## src/rtl/core/eii_pkg.sv

```systemverilog
// ============================================================================
// eii_pkg: shared types and constants for the irregular-interval EWMA
// Fixed widths of the tick fields, the Q1.31 series constants and the table
// of reciprocals that turns the series division by n into a multiplication.
// ============================================================================
package eii_pkg;

  localparam int unsigned TICK_W = 32;  // elapsed_ticks and time constant
  localparam int unsigned Y_W    = 31;  // e/(16t) as a Q0.31 fraction
  localparam int unsigned Q_W    = 32;  // Q1.31 values, up to and including 1.0
  localparam int unsigned SUM_W  = 35;  // signed partial sums of the series

  localparam logic [Q_W-1:0] Q31_ONE      = 32'h8000_0000;
  localparam logic [3:0]     SERIES_TERMS = 4'd12;

  // Status of the iterative divider as seen by the sequencer.
  typedef struct packed {
    logic busy;
    logic done;
  } div_stat_t;

  // One row of the series divisor table. A power of two is a plain shift of
  // the scaled term; any other n multiplies by mult and shifts by shift.
  typedef struct packed {
    logic        pow2;
    logic [5:0]  shift;
    logic [31:0] mult;
  } series_tab_t;

  function automatic series_tab_t series_tab(input logic [3:0] n);
    series_tab_t row;
    row = '{pow2: 1'b1, shift: 6'd0, mult: 32'd0};
    unique case (n)
      4'd1:    row = '{pow2: 1'b1, shift: 6'd0,  mult: 32'd0};
      4'd2:    row = '{pow2: 1'b1, shift: 6'd1,  mult: 32'd0};
      4'd3:    row = '{pow2: 1'b0, shift: 6'd33, mult: 32'hAAAA_AAAB};
      4'd4:    row = '{pow2: 1'b1, shift: 6'd2,  mult: 32'd0};
      4'd5:    row = '{pow2: 1'b0, shift: 6'd34, mult: 32'hCCCC_CCCD};
      4'd6:    row = '{pow2: 1'b0, shift: 6'd34, mult: 32'hAAAA_AAAB};
      4'd7:    row = '{pow2: 1'b0, shift: 6'd34, mult: 32'h9249_2493};
      4'd8:    row = '{pow2: 1'b1, shift: 6'd3,  mult: 32'd0};
      4'd9:    row = '{pow2: 1'b0, shift: 6'd35, mult: 32'hE38E_38E4};
      4'd10:   row = '{pow2: 1'b0, shift: 6'd35, mult: 32'hCCCC_CCCD};
      4'd11:   row = '{pow2: 1'b0, shift: 6'd35, mult: 32'hBA2E_8BA3};
      4'd12:   row = '{pow2: 1'b0, shift: 6'd35, mult: 32'hAAAA_AAAB};
      default: row = '{pow2: 1'b1, shift: 6'd0,  mult: 32'd0};
    endcase
    return row;
  endfunction

endpackage

```

## src/rtl/core/eii_divider.sv

```systemverilog
// ============================================================================
// eii_divider: restoring divider for the scaled interval
// Computes floor(elapsed * 2^27 / tau), one quotient bit per cycle, for the
// case elapsed < 16 * tau, where the quotient fits in 31 bits.
// ============================================================================
module eii_divider (
  input  logic                       clk_i,
  input  logic                       rst_ni,
  input  logic                       start_i,
  input  logic [eii_pkg::TICK_W-1:0] elapsed_i,
  input  logic [eii_pkg::TICK_W-1:0] tau_i,
  output eii_pkg::div_stat_t         stat_o,
  output logic [eii_pkg::Y_W-1:0]    quot_o
);
  import eii_pkg::*;

  logic [TICK_W-1:0] rem_q, rem_d;
  logic [TICK_W-1:0] tau_q;
  logic [Y_W-1:0]    dsh_q, quot_q;
  logic [4:0]        cnt_q;
  logic              busy_q, done_q;
  logic [TICK_W:0]   trial;
  logic              ge;

  // The remainder always stays below tau, so one extra bit covers the shift.
  assign trial = {rem_q, dsh_q[Y_W-1]};
  assign ge    = trial >= {1'b0, tau_q};
  assign rem_d = ge ? TICK_W'(trial - {1'b0, tau_q}) : trial[TICK_W-1:0];

  always_ff @(posedge clk_i or negedge rst_ni) begin
    if (!rst_ni) begin
      busy_q <= 1'b0;
      done_q <= 1'b0;
      cnt_q  <= '0;
    end else begin
      done_q <= 1'b0;
      if (start_i) begin
        busy_q <= 1'b1;
        cnt_q  <= 5'(Y_W - 1);
      end else if (busy_q) begin
        cnt_q <= cnt_q - 5'd1;
        if (cnt_q == 5'd0) begin
          busy_q <= 1'b0;
          done_q <= 1'b1;
        end
      end
    end
  end

  always_ff @(posedge clk_i) begin
    if (start_i) begin
      rem_q  <= TICK_W'(elapsed_i >> 4);
      dsh_q  <= {elapsed_i[3:0], 27'd0};
      quot_q <= '0;
      tau_q  <= tau_i;
    end else if (busy_q) begin
      rem_q  <= rem_d;
      dsh_q  <= {dsh_q[Y_W-2:0], 1'b0};
      quot_q <= {quot_q[Y_W-2:0], ge};
    end
  end

  assign stat_o = '{busy: busy_q, done: done_q};
  assign quot_o = quot_q;

endmodule

```

## src/rtl/core/ewma_irregular_interval.sv

```systemverilog
// ============================================================================
// ewma_irregular_interval: exponential moving average over irregular samples
// Blends each signed fixed-point sample into a running average with the
// weight 1 - exp(-elapsed/tau), using one shared 32x32 multiplier and an
// iterative divider under a one-hot sequencer.
// ============================================================================
//
//   channel   direction  handshake              payload
//   -------   ---------  ---------------------  ------------------------------
//   in        input      in_valid_i/in_stall_o  sample_i, elapsed_ticks_i
//   out       output     out_valid_o/out_stall_i average_o, primed_o
//   cfg       input      cfg_valid_i/cfg_ready_o cfg_data_i (time constant)
//
// One item is in work at a time. The first sample after reset goes from the
// idle state straight to the finish state, which loads it into the output
// register. A sample whose interval is at least sixteen time constants skips
// the divider and the series and passes through the weight, blend and finish
// states, with one multiplier pass per 32-bit chunk of the blend. Any other
// sample runs the bit-serial divider, the twelve series terms on the
// multiplier (two passes for each term whose divisor is not a power of two),
// the clamp, four squarings and the same blend. Reset is asynchronous and
// active low; it clears the average, the primed flag and sets the time
// constant to 1000000 ticks. A stalled result waits in the output register;
// the input stays stalled until the sequencer has handed its result over.
//
module ewma_irregular_interval #(
  parameter int unsigned SAMPLE_WIDTH     = 32,
  parameter int unsigned WEIGHT_FRAC_BITS = 16
) (
  input  logic                              clk_i,
  input  logic                              rst_ni,
  // Configuration write channel: the time constant in ticks.
  input  logic                              cfg_valid_i,
  output logic                              cfg_ready_o,
  input  logic [eii_pkg::TICK_W-1:0]        cfg_data_i,
  // Input channel.
  input  logic                              in_valid_i,
  output logic                              in_stall_o,
  input  logic signed [SAMPLE_WIDTH-1:0]    sample_i,
  input  logic [eii_pkg::TICK_W-1:0]        elapsed_ticks_i,
  // Output channel.
  output logic                              out_valid_o,
  input  logic                              out_stall_i,
  output logic signed [SAMPLE_WIDTH-1:0]    average_o,
  output logic                              primed_o
);
  import eii_pkg::*;

  localparam int unsigned SW     = SAMPLE_WIDTH;
  localparam int unsigned F      = WEIGHT_FRAC_BITS;
  localparam int unsigned AL_W   = F + 1;
  localparam int unsigned NCH    = (SW + 31) / 32;
  localparam int unsigned CH_W   = (NCH > 1) ? $clog2(NCH) : 1;
  localparam int unsigned PAD_W  = NCH * 32;
  localparam int unsigned ACC_W  = PAD_W + 32;
  localparam int unsigned NUM_W  = SW + F + 2;

  localparam logic [AL_W-1:0]   ALPHA_ONE = AL_W'(1) << F;
  localparam logic [TICK_W-1:0] TAU_RESET = 32'd1000000;

  // One-hot sequencer codes.
  typedef enum logic [9:0] {
    ST_IDLE      = 10'b00_0000_0001,
    ST_DIV       = 10'b00_0000_0010,
    ST_SER_MUL   = 10'b00_0000_0100,
    ST_SER_DIV   = 10'b00_0000_1000,
    ST_CLAMP     = 10'b00_0001_0000,
    ST_SQUARE    = 10'b00_0010_0000,
    ST_WEIGHT    = 10'b00_0100_0000,
    ST_BLEND_MUL = 10'b00_1000_0000,
    ST_BLEND_SUM = 10'b01_0000_0000,
    ST_FINISH    = 10'b10_0000_0000
  } state_e;

  state_e state_q, state_d;

  // Control state.
  logic [TICK_W-1:0]     tau_q;
  logic                  has_first_q;
  logic signed [SW-1:0]  avg_q;
  logic                  out_valid_q;

  // Working registers of the current item.
  logic signed [SW-1:0]  sample_q;
  logic                  large_q;
  logic [Q_W-1:0]        term_q;
  logic [Y_W-1:0]        x_q;
  logic signed [SUM_W-1:0] sum_q;
  logic [3:0]            n_q;
  logic [Q_W-1:0]        p_q;
  logic [1:0]            sq_cnt_q;
  logic [AL_W-1:0]       alpha_q;
  logic [SW-1:0]         mag_q;
  logic                  neg_q;
  logic [CH_W-1:0]       k_q;
  logic [ACC_W-1:0]      acc_q;

  // Output register.
  logic signed [SW-1:0]  average_q;
  logic                  primed_q;

  logic in_accept, is_large, div_start, fin_load;
  div_stat_t div_stat;
  logic [Y_W-1:0] quot;

  assign in_accept = in_valid_i && (state_q == ST_IDLE);
  assign in_stall_o  = (state_q != ST_IDLE);
  assign cfg_ready_o = (state_q == ST_IDLE);

  // Sixteen time constants or more, compared exactly; a zero time constant
  // always lands here, so the sample replaces the average.
  assign is_large  = {4'd0, elapsed_ticks_i} >= {tau_q, 4'd0};
  assign div_start = in_accept && has_first_q && !is_large;

  eii_divider u_divider (
    .clk_i     (clk_i),
    .rst_ni    (rst_ni),
    .start_i   (div_start),
    .elapsed_i (elapsed_ticks_i),
    .tau_i     (tau_q),
    .stat_o    (div_stat),
    .quot_o    (quot)
  );

  // --------------------------------------------------------------------------
  // Shared multiplier. Each state that multiplies chooses its operands here,
  // and every product lands in a register before it is multiplied again.
  // --------------------------------------------------------------------------
  series_tab_t tab;
  logic [PAD_W-1:0] mag_pad;
  logic [31:0]      mul_a, mul_b;
  logic [63:0]      mul_p;

  assign tab     = series_tab(n_q);
  assign mag_pad = PAD_W'(mag_q);

  always_comb begin
    mul_a = '0;
    mul_b = '0;
    unique case (state_q)
      ST_SER_MUL: begin
        mul_a = term_q;
        mul_b = 32'(quot);
      end
      ST_SER_DIV: begin
        mul_a = 32'(x_q);
        mul_b = tab.mult;
      end
      ST_SQUARE: begin
        mul_a = p_q;
        mul_b = p_q;
      end
      ST_BLEND_MUL: begin
        mul_a = 32'(alpha_q);
        mul_b = mag_pad[k_q*32 +: 32];
      end
      default: begin
        mul_a = '0;
        mul_b = '0;
      end
    endcase
  end

  assign mul_p = 64'(mul_a) * 64'(mul_b);

  // --------------------------------------------------------------------------
  // Datapath values derived from the product and the working registers.
  // --------------------------------------------------------------------------
  logic [Y_W-1:0]          x_new;
  logic [Q_W-1:0]          term_new;
  logic signed [SUM_W-1:0] sum_new;
  logic [Q_W-1:0]          p_clamp, p_sq;
  logic [Q_W:0]            r_full, r_sh;
  logic [AL_W-1:0]         alpha_new;
  logic signed [SW:0]      diff;
  logic [SW:0]             diff_abs;
  logic [NUM_W-1:0]        prod_mag;
  logic signed [NUM_W-1:0] prod_s, avg_sh, num;

  // The scaled term term*y/2^31 stays below 2^31.
  assign x_new = mul_p[61:31];

  always_comb begin
    if (state_q == ST_SER_MUL) begin
      term_new = Q_W'({1'b0, x_new} >> tab.shift);
    end else begin
      term_new = Q_W'(mul_p >> tab.shift);
    end
  end

  // Odd terms are subtracted, even terms added.
  assign sum_new = n_q[0] ? sum_q - $signed({3'd0, term_new})
                          : sum_q + $signed({3'd0, term_new});

  always_comb begin
    if (sum_q < 0) begin
      p_clamp = '0;
    end else if (sum_q > $signed({3'd0, Q31_ONE})) begin
      p_clamp = Q31_ONE;
    end else begin
      p_clamp = sum_q[Q_W-1:0];
    end
  end

  assign p_sq = Q_W'((mul_p + (64'd1 << 30)) >> 31);

  // Round exp(-e/t) to F fraction bits, then alpha is its complement.
  assign r_full = {1'b0, p_q} + ((Q_W+1)'(1) << (30 - F));
  assign r_sh   = r_full >> (31 - F);

  always_comb begin
    if (large_q) begin
      alpha_new = ALPHA_ONE;
    end else if (r_sh > (Q_W+1)'(ALPHA_ONE)) begin
      alpha_new = '0;
    end else begin
      alpha_new = ALPHA_ONE - AL_W'(r_sh);
    end
  end

  // The blend is rewritten as avg*2^F + alpha*(sample - avg); the magnitude
  // of the difference is multiplied chunk by chunk, most significant first.
  assign diff     = $signed({sample_q[SW-1], sample_q}) - $signed({avg_q[SW-1], avg_q});
  assign diff_abs = diff[SW] ? (SW+1)'(-diff) : diff;

  assign prod_mag = acc_q[NUM_W-1:0];
  assign prod_s   = neg_q ? -$signed(prod_mag) : $signed(prod_mag);
  assign avg_sh   = $signed({{(NUM_W-SW){avg_q[SW-1]}}, avg_q}) <<< F;
  assign num      = avg_sh + prod_s + $signed(NUM_W'(1) << (F - 1));

  // --------------------------------------------------------------------------
  // Sequencer.
  // --------------------------------------------------------------------------
  assign fin_load = (state_q == ST_FINISH) && (!out_valid_q || !out_stall_i);

  always_comb begin
    state_d = state_q;
    unique case (state_q)
      ST_IDLE: begin
        if (in_accept) begin
          if (!has_first_q) begin
            state_d = ST_FINISH;
          end else if (is_large) begin
            state_d = ST_WEIGHT;
          end else begin
            state_d = ST_DIV;
          end
        end
      end
      ST_DIV: begin
        if (div_stat.done) begin
          state_d = ST_SER_MUL;
        end
      end
      ST_SER_MUL: begin
        if (!tab.pow2) begin
          state_d = ST_SER_DIV;
        end else if (n_q == SERIES_TERMS) begin
          state_d = ST_CLAMP;
        end
      end
      ST_SER_DIV: begin
        state_d = (n_q == SERIES_TERMS) ? ST_CLAMP : ST_SER_MUL;
      end
      ST_CLAMP: begin
        state_d = ST_SQUARE;
      end
      ST_SQUARE: begin
        if (sq_cnt_q == 2'd3) begin
          state_d = ST_WEIGHT;
        end
      end
      ST_WEIGHT: begin
        state_d = ST_BLEND_MUL;
      end
      ST_BLEND_MUL: begin
        if (k_q == '0) begin
          state_d = ST_BLEND_SUM;
        end
      end
      ST_BLEND_SUM: begin
        state_d = ST_FINISH;
      end
      ST_FINISH: begin
        if (fin_load) begin
          state_d = ST_IDLE;
        end
      end
      default: begin
        state_d = ST_IDLE;
      end
    endcase
  end

  always_ff @(posedge clk_i or negedge rst_ni) begin
    if (!rst_ni) begin
      state_q     <= ST_IDLE;
      tau_q       <= TAU_RESET;
      has_first_q <= 1'b0;
      avg_q       <= '0;
      out_valid_q <= 1'b0;
    end else begin
      state_q <= state_d;
      if (cfg_valid_i && cfg_ready_o) begin
        tau_q <= cfg_data_i;
      end
      // The first sample loads the average as it stands.
      if (in_accept && !has_first_q) begin
        avg_q       <= sample_i;
        has_first_q <= 1'b1;
      end else if (state_q == ST_BLEND_SUM) begin
        avg_q <= num[F +: SW];
      end
      if (fin_load) begin
        out_valid_q <= 1'b1;
      end else if (!out_stall_i) begin
        out_valid_q <= 1'b0;
      end
    end
  end

  always_ff @(posedge clk_i) begin
    if (in_accept) begin
      sample_q  <= sample_i;
      large_q   <= is_large;
      term_q    <= Q31_ONE;
      sum_q     <= $signed({3'd0, Q31_ONE});
      n_q       <= 4'd1;
    end
    unique case (state_q)
      ST_SER_MUL: begin
        if (tab.pow2) begin
          term_q <= term_new;
          sum_q  <= sum_new;
          n_q    <= n_q + 4'd1;
        end else begin
          x_q <= x_new;
        end
      end
      ST_SER_DIV: begin
        term_q <= term_new;
        sum_q  <= sum_new;
        n_q    <= n_q + 4'd1;
      end
      ST_CLAMP: begin
        p_q      <= p_clamp;
        sq_cnt_q <= 2'd0;
      end
      ST_SQUARE: begin
        p_q      <= p_sq;
        sq_cnt_q <= sq_cnt_q + 2'd1;
      end
      ST_WEIGHT: begin
        alpha_q <= alpha_new;
        neg_q   <= diff[SW];
        mag_q   <= diff_abs[SW-1:0];
        k_q     <= CH_W'(NCH - 1);
        acc_q   <= '0;
      end
      ST_BLEND_MUL: begin
        acc_q <= (acc_q << 32) + ACC_W'(mul_p);
        k_q   <= k_q - CH_W'(1);
      end
      default: begin
      end
    endcase
    if (fin_load) begin
      average_q <= avg_q;
      primed_q  <= has_first_q;
    end
  end

  assign out_valid_o = out_valid_q;
  assign average_o   = average_q;
  assign primed_o    = primed_q;

  // --------------------------------------------------------------------------
  // Assertions.
  // --------------------------------------------------------------------------
`ifndef SYNTHESIS
  // An accepted beat keeps the input stalled for at least the next cycle.
  a_accept_busy: assert property (@(posedge clk_i) disable iff (!rst_ni)
    (in_valid_i && !in_stall_o) |=> in_stall_o)
    else $error("input not stalled after an accepted beat");

  // Every result beat carries the primed flag.
  a_primed: assert property (@(posedge clk_i) disable iff (!rst_ni)
    out_valid_o |-> primed_o)
    else $error("result beat without the primed flag");

  // The divider only finishes while the sequencer is waiting for it.
  a_div_done: assert property (@(posedge clk_i) disable iff (!rst_ni)
    div_stat.done |-> (state_q == ST_DIV))
    else $error("divider finished outside the divide state");

  // The blend weight never exceeds one.
  a_alpha_range: assert property (@(posedge clk_i) disable iff (!rst_ni)
    (state_q == ST_BLEND_MUL) |-> (alpha_q <= ALPHA_ONE))
    else $error("blend weight above one");
`endif

endmodule

```

## config.mk

```make
export PLATFORM = sky130hd
export DESIGN_NAME = ewma_irregular_interval
export DESIGN_NICKNAME = d
export VERILOG_FILES = /design/src/rtl/core/eii_pkg.sv /design/src/rtl/core/eii_divider.sv /design/src/rtl/core/ewma_irregular_interval.sv
export SDC_FILE = /design/constraint.sdc
export NUM_CORES = 2
export LEC_CHECK = 0
export BUFFER_PORTS_ARGS = -buffer_cell sky130_fd_sc_hd__buf_2
export CORE_MARGIN = 5
export CORE_UTILIZATION = 40
export DETAILED_ROUTE_END_ITERATION = 8
export GPL_TIMING_DRIVEN = 1
export PLACE_DENSITY = 0.66
export SETUP_SLACK_MARGIN = 0.02
export SYNTH_ARGS = -nofsm -noshare
export SYNTH_HDL_FRONTEND = slang
export SYNTH_SLANG_ARGS = --single-unit
```

## constraint.sdc

```tcl
create_clock -name clk_i -period 17.5 [get_ports clk_i]
set_clock_uncertainty 0.2 [all_clocks]
set_input_delay 0 -clock clk_i [delete_from_list [all_inputs] [get_ports clk_i]]
set_output_delay 0 -clock clk_i [all_outputs]
set_load 0.01 [all_outputs]
```

==> qor.yml <==
setup_path:
  crit_required_ps: 17870
  critPathKind: "flop to flop"
  end_kind: "flop"
  cp-start-kind: "flop"
  cp_max_fo: 33
  cpPeakStageDelay_ps: 790
  cpMostUsedCell: "fa_1"
  critical-path-top-delay-family: "compound AO/OA/AOI/OAI gates"
  cp_slowest_cell: "nand3_1"
  worst-path-buf-inv: 6
  arrival_ps: 17020
drt:
  dr_total_vias: 58100
  ant_nets: 0
  drtIter0Drc: 7099
  first_pass_iters: 9
  wl_per_cell_um: 25.6
  drc: 0
  viasPerCell: 5.83
  wl_um: 256000
yosys:
  synth_area_per_cell_um2: 8.75
  ys_ff_latch: 505
  synth_top_family_by_area: "adder cells"
  synth_edf_count: 294
  yosys_warnings: 0
  synth_compound_area_share_pct: 11.8
  synth_cells: 7550
  yosys.area_share.simple_pct: 17.5
  postSynth.asyncResetShare_pct: 16.4
  netlist_area_um2: 66100
  seq_area_frac_synth_pct: 20.4
  synth_xor_area_share_pct: 4.02
  syn-num-nets: 8993
  ys.flop_type: "edfxtp_1"
  synth_cell_types: 105
  synthAdderAreaFrac_pct: 35.7
  synthMuxAreaShare_pct: 2.06
pwr:
  internal_power_mw: 3.97
  swShare_pct: 44.9
  ir_drop_v: 0.000158
  p_sw_mw: 3.23
  p_clk_share_pct: 17.4
  p_comb_share_pct: 56.4
  total_power_mw: 7.20
  power_density_nw_per_um2: 98.0
  seqPwrFrac_pct: 26.2
  leakagePower_nw: 33.1
final_layout:
  fin_nets: 9188
  syn_to_final_growth_pct: 11.2
  finalCoreUtilization_pct: 44.6
  layout.cells.non_filler: 9982
  largest_register_ffs: 48
  top_regs: "acc_q (48), sum_q (35)"
  mostFrequentLayoutCell: "inv_1"
  drive_gt1_share_pct: 7.27
  final_area_um2: 73500
  largest_register: "acc_q"
  layout_common_cells: "1098 x inv_1, 1010 x nand2_1, 901 x fa_1"
timing:
  finalSetupViolCount: 0
  worst_pin_slew_ps: 1420
  max_freq_mhz: 60.1
  rsz0062_at_grt: "no"
  layout_setup_ws_ps: 850
  finalCritPeriodShare_pct: 95.1
  finalSetupTns_ps: 0
  hold_viol_final: 0
  slew_headroom_pct: 4.78
  period_needed_ps: 16650
  drv_slew: 0
  holdWs_ps: 37.0
placement:
  placed_cells: 9675
  globalplace.congestion: 1.05
  dpl.hpwl_um: 202000
  place_ws_ps: 1260
  portBuffers: 136
  dpl_cell_area_um2: 69600
cts:
  tritoncts: "done"
  insertion_delay_ps: 680
  cts_buffer_depth: 3
  cts-buffers-inserted: 54
  cts_root_buf: "clkbuf_16"
  htreeDepth: 2
  clk_pin_slew_worst_paths_ps: 70
  cts_resized: 0
  cts_sinks: 505
floorplanning:
  die_h_um: 416
  num_rows: 149
  dieArea_um2: 173000
  dieWidth_um: 416
  start_util_pct: 40.1
  io_pins: 137
  core_um2: 165000
run:
  cap_violations: 0
global_route:
  grt_usage_pct: 28.9
  antenna_found_initial: 7
  grt_start_max_net_pins: 67
  grt_pass1_vias: 57900
  overflow: 0
  grt_first_pass_wirelength_um: 379000
status:
  status: "finished, final reports clean"
worst_hold_path:
  hold_path.class: "input port to flop"
## worst reg2reg max path: cells and delay by family (launching register included)
kind	cells	cell delay, ps
buffers and inverters	6	1070
AND/OR/NAND/NOR	11	3830
adder cells (fa/ha/maj)	10	4620
flip-flops	1	430
XOR/XNOR	2	380
AO/OA/AOI/OAI	21	6040
## worst paths after layout
kind | startpoint | end | slack, ps | depth (start not counted)
max | state_q[6] | sum_q[34] | 850 | 50
min | sample_i[15] | avg_q[15] | 40 | 4
max reg2reg | state_q[6] | sum_q[34] | 850 | 50
min reg2reg | term_q[28] | term_q[28] | 260 | 2
max in group asynchronous | rst_ni | u_divider.busy_q | 16030 | 4
min in group asynchronous | rst_ni | state_q[0] | 350 | 3
## routing by layer
| layer | track usage, % | share of wire, % | routed length (um) | vias up |
|---|---|---|---|---|
| met3 | 7.67 | 12 | 31600 | 806 |
| li1 | - | - | - | 25100 |
| met5 | 0 | 0.018 | 46 | - |
| met4 | 15.6 | 7.0 | 17900 | 6 |
| met1 | 39.1 | 39 | 100000 | 28600 |
| met2 | 42.3 | 42 | 106000 | 3674 |
## layout make-up
class | count | area (um2)
fill | 15800 | 91100
sequential | 505 | 13500
clock buffer | 61 | 1380
multi-input combinational | 5551 | 47100
clock inverter | 40 | 492
inverter | 1103 | 4140
tap | 2189 | 2740
timing repair buffer | 530 | 4190
antenna | 3 | 7.51
## kinds of logic (layout without fill, tap and decap cells)
logic type      count (synthesis)  after routing
compound gates               1178           1178
fa+ha+maj                    1348           1348
buf+inv                      1494           1734
flops                         505            505
other cells                     0              3
xor+xnor                      303            303
mux                           119            119
simple gates                 2603           2603
## cells in the mapped netlist, types with 95 or more instances
cell type,count,share of area [%]
nand3_1,142,1.1
nor3_1,109,0.83
ha_1,441,8.4
clkbuf_1,340,1.9
nor2_1,867,4.9
a21oi_1,291,2.2
fa_1,901,27
dfxtp_1,128,3.9
and3_1,95,0.90
nand2_1,1012,5.7
inv_1,1099,6.2
edfxtp_1,294,13
xor2_1,96,1.3
o21ai_0,243,1.8
xnor2_1,207,2.7
## power groups by stage
stage,Combinational [mW],Clock [mW],Sequential (mW)
floorplan,2.92,0,1.77
global placement,3.78,0,1.89
detailed placement,3.84,0,1.89
CTS,3.96,1.26,1.87
global route,4.46,1.31,1.90
finish,4.06,1.25,1.88
## timing repair
action / CTS / global route
hold endpoints to repair: 243 / 0
buffers inserted: 0 / 1
hold buffers: 202 / 0
setup endpoints to repair: 0 / 1
Note: power is estimated with default switching activity, not from simulation.
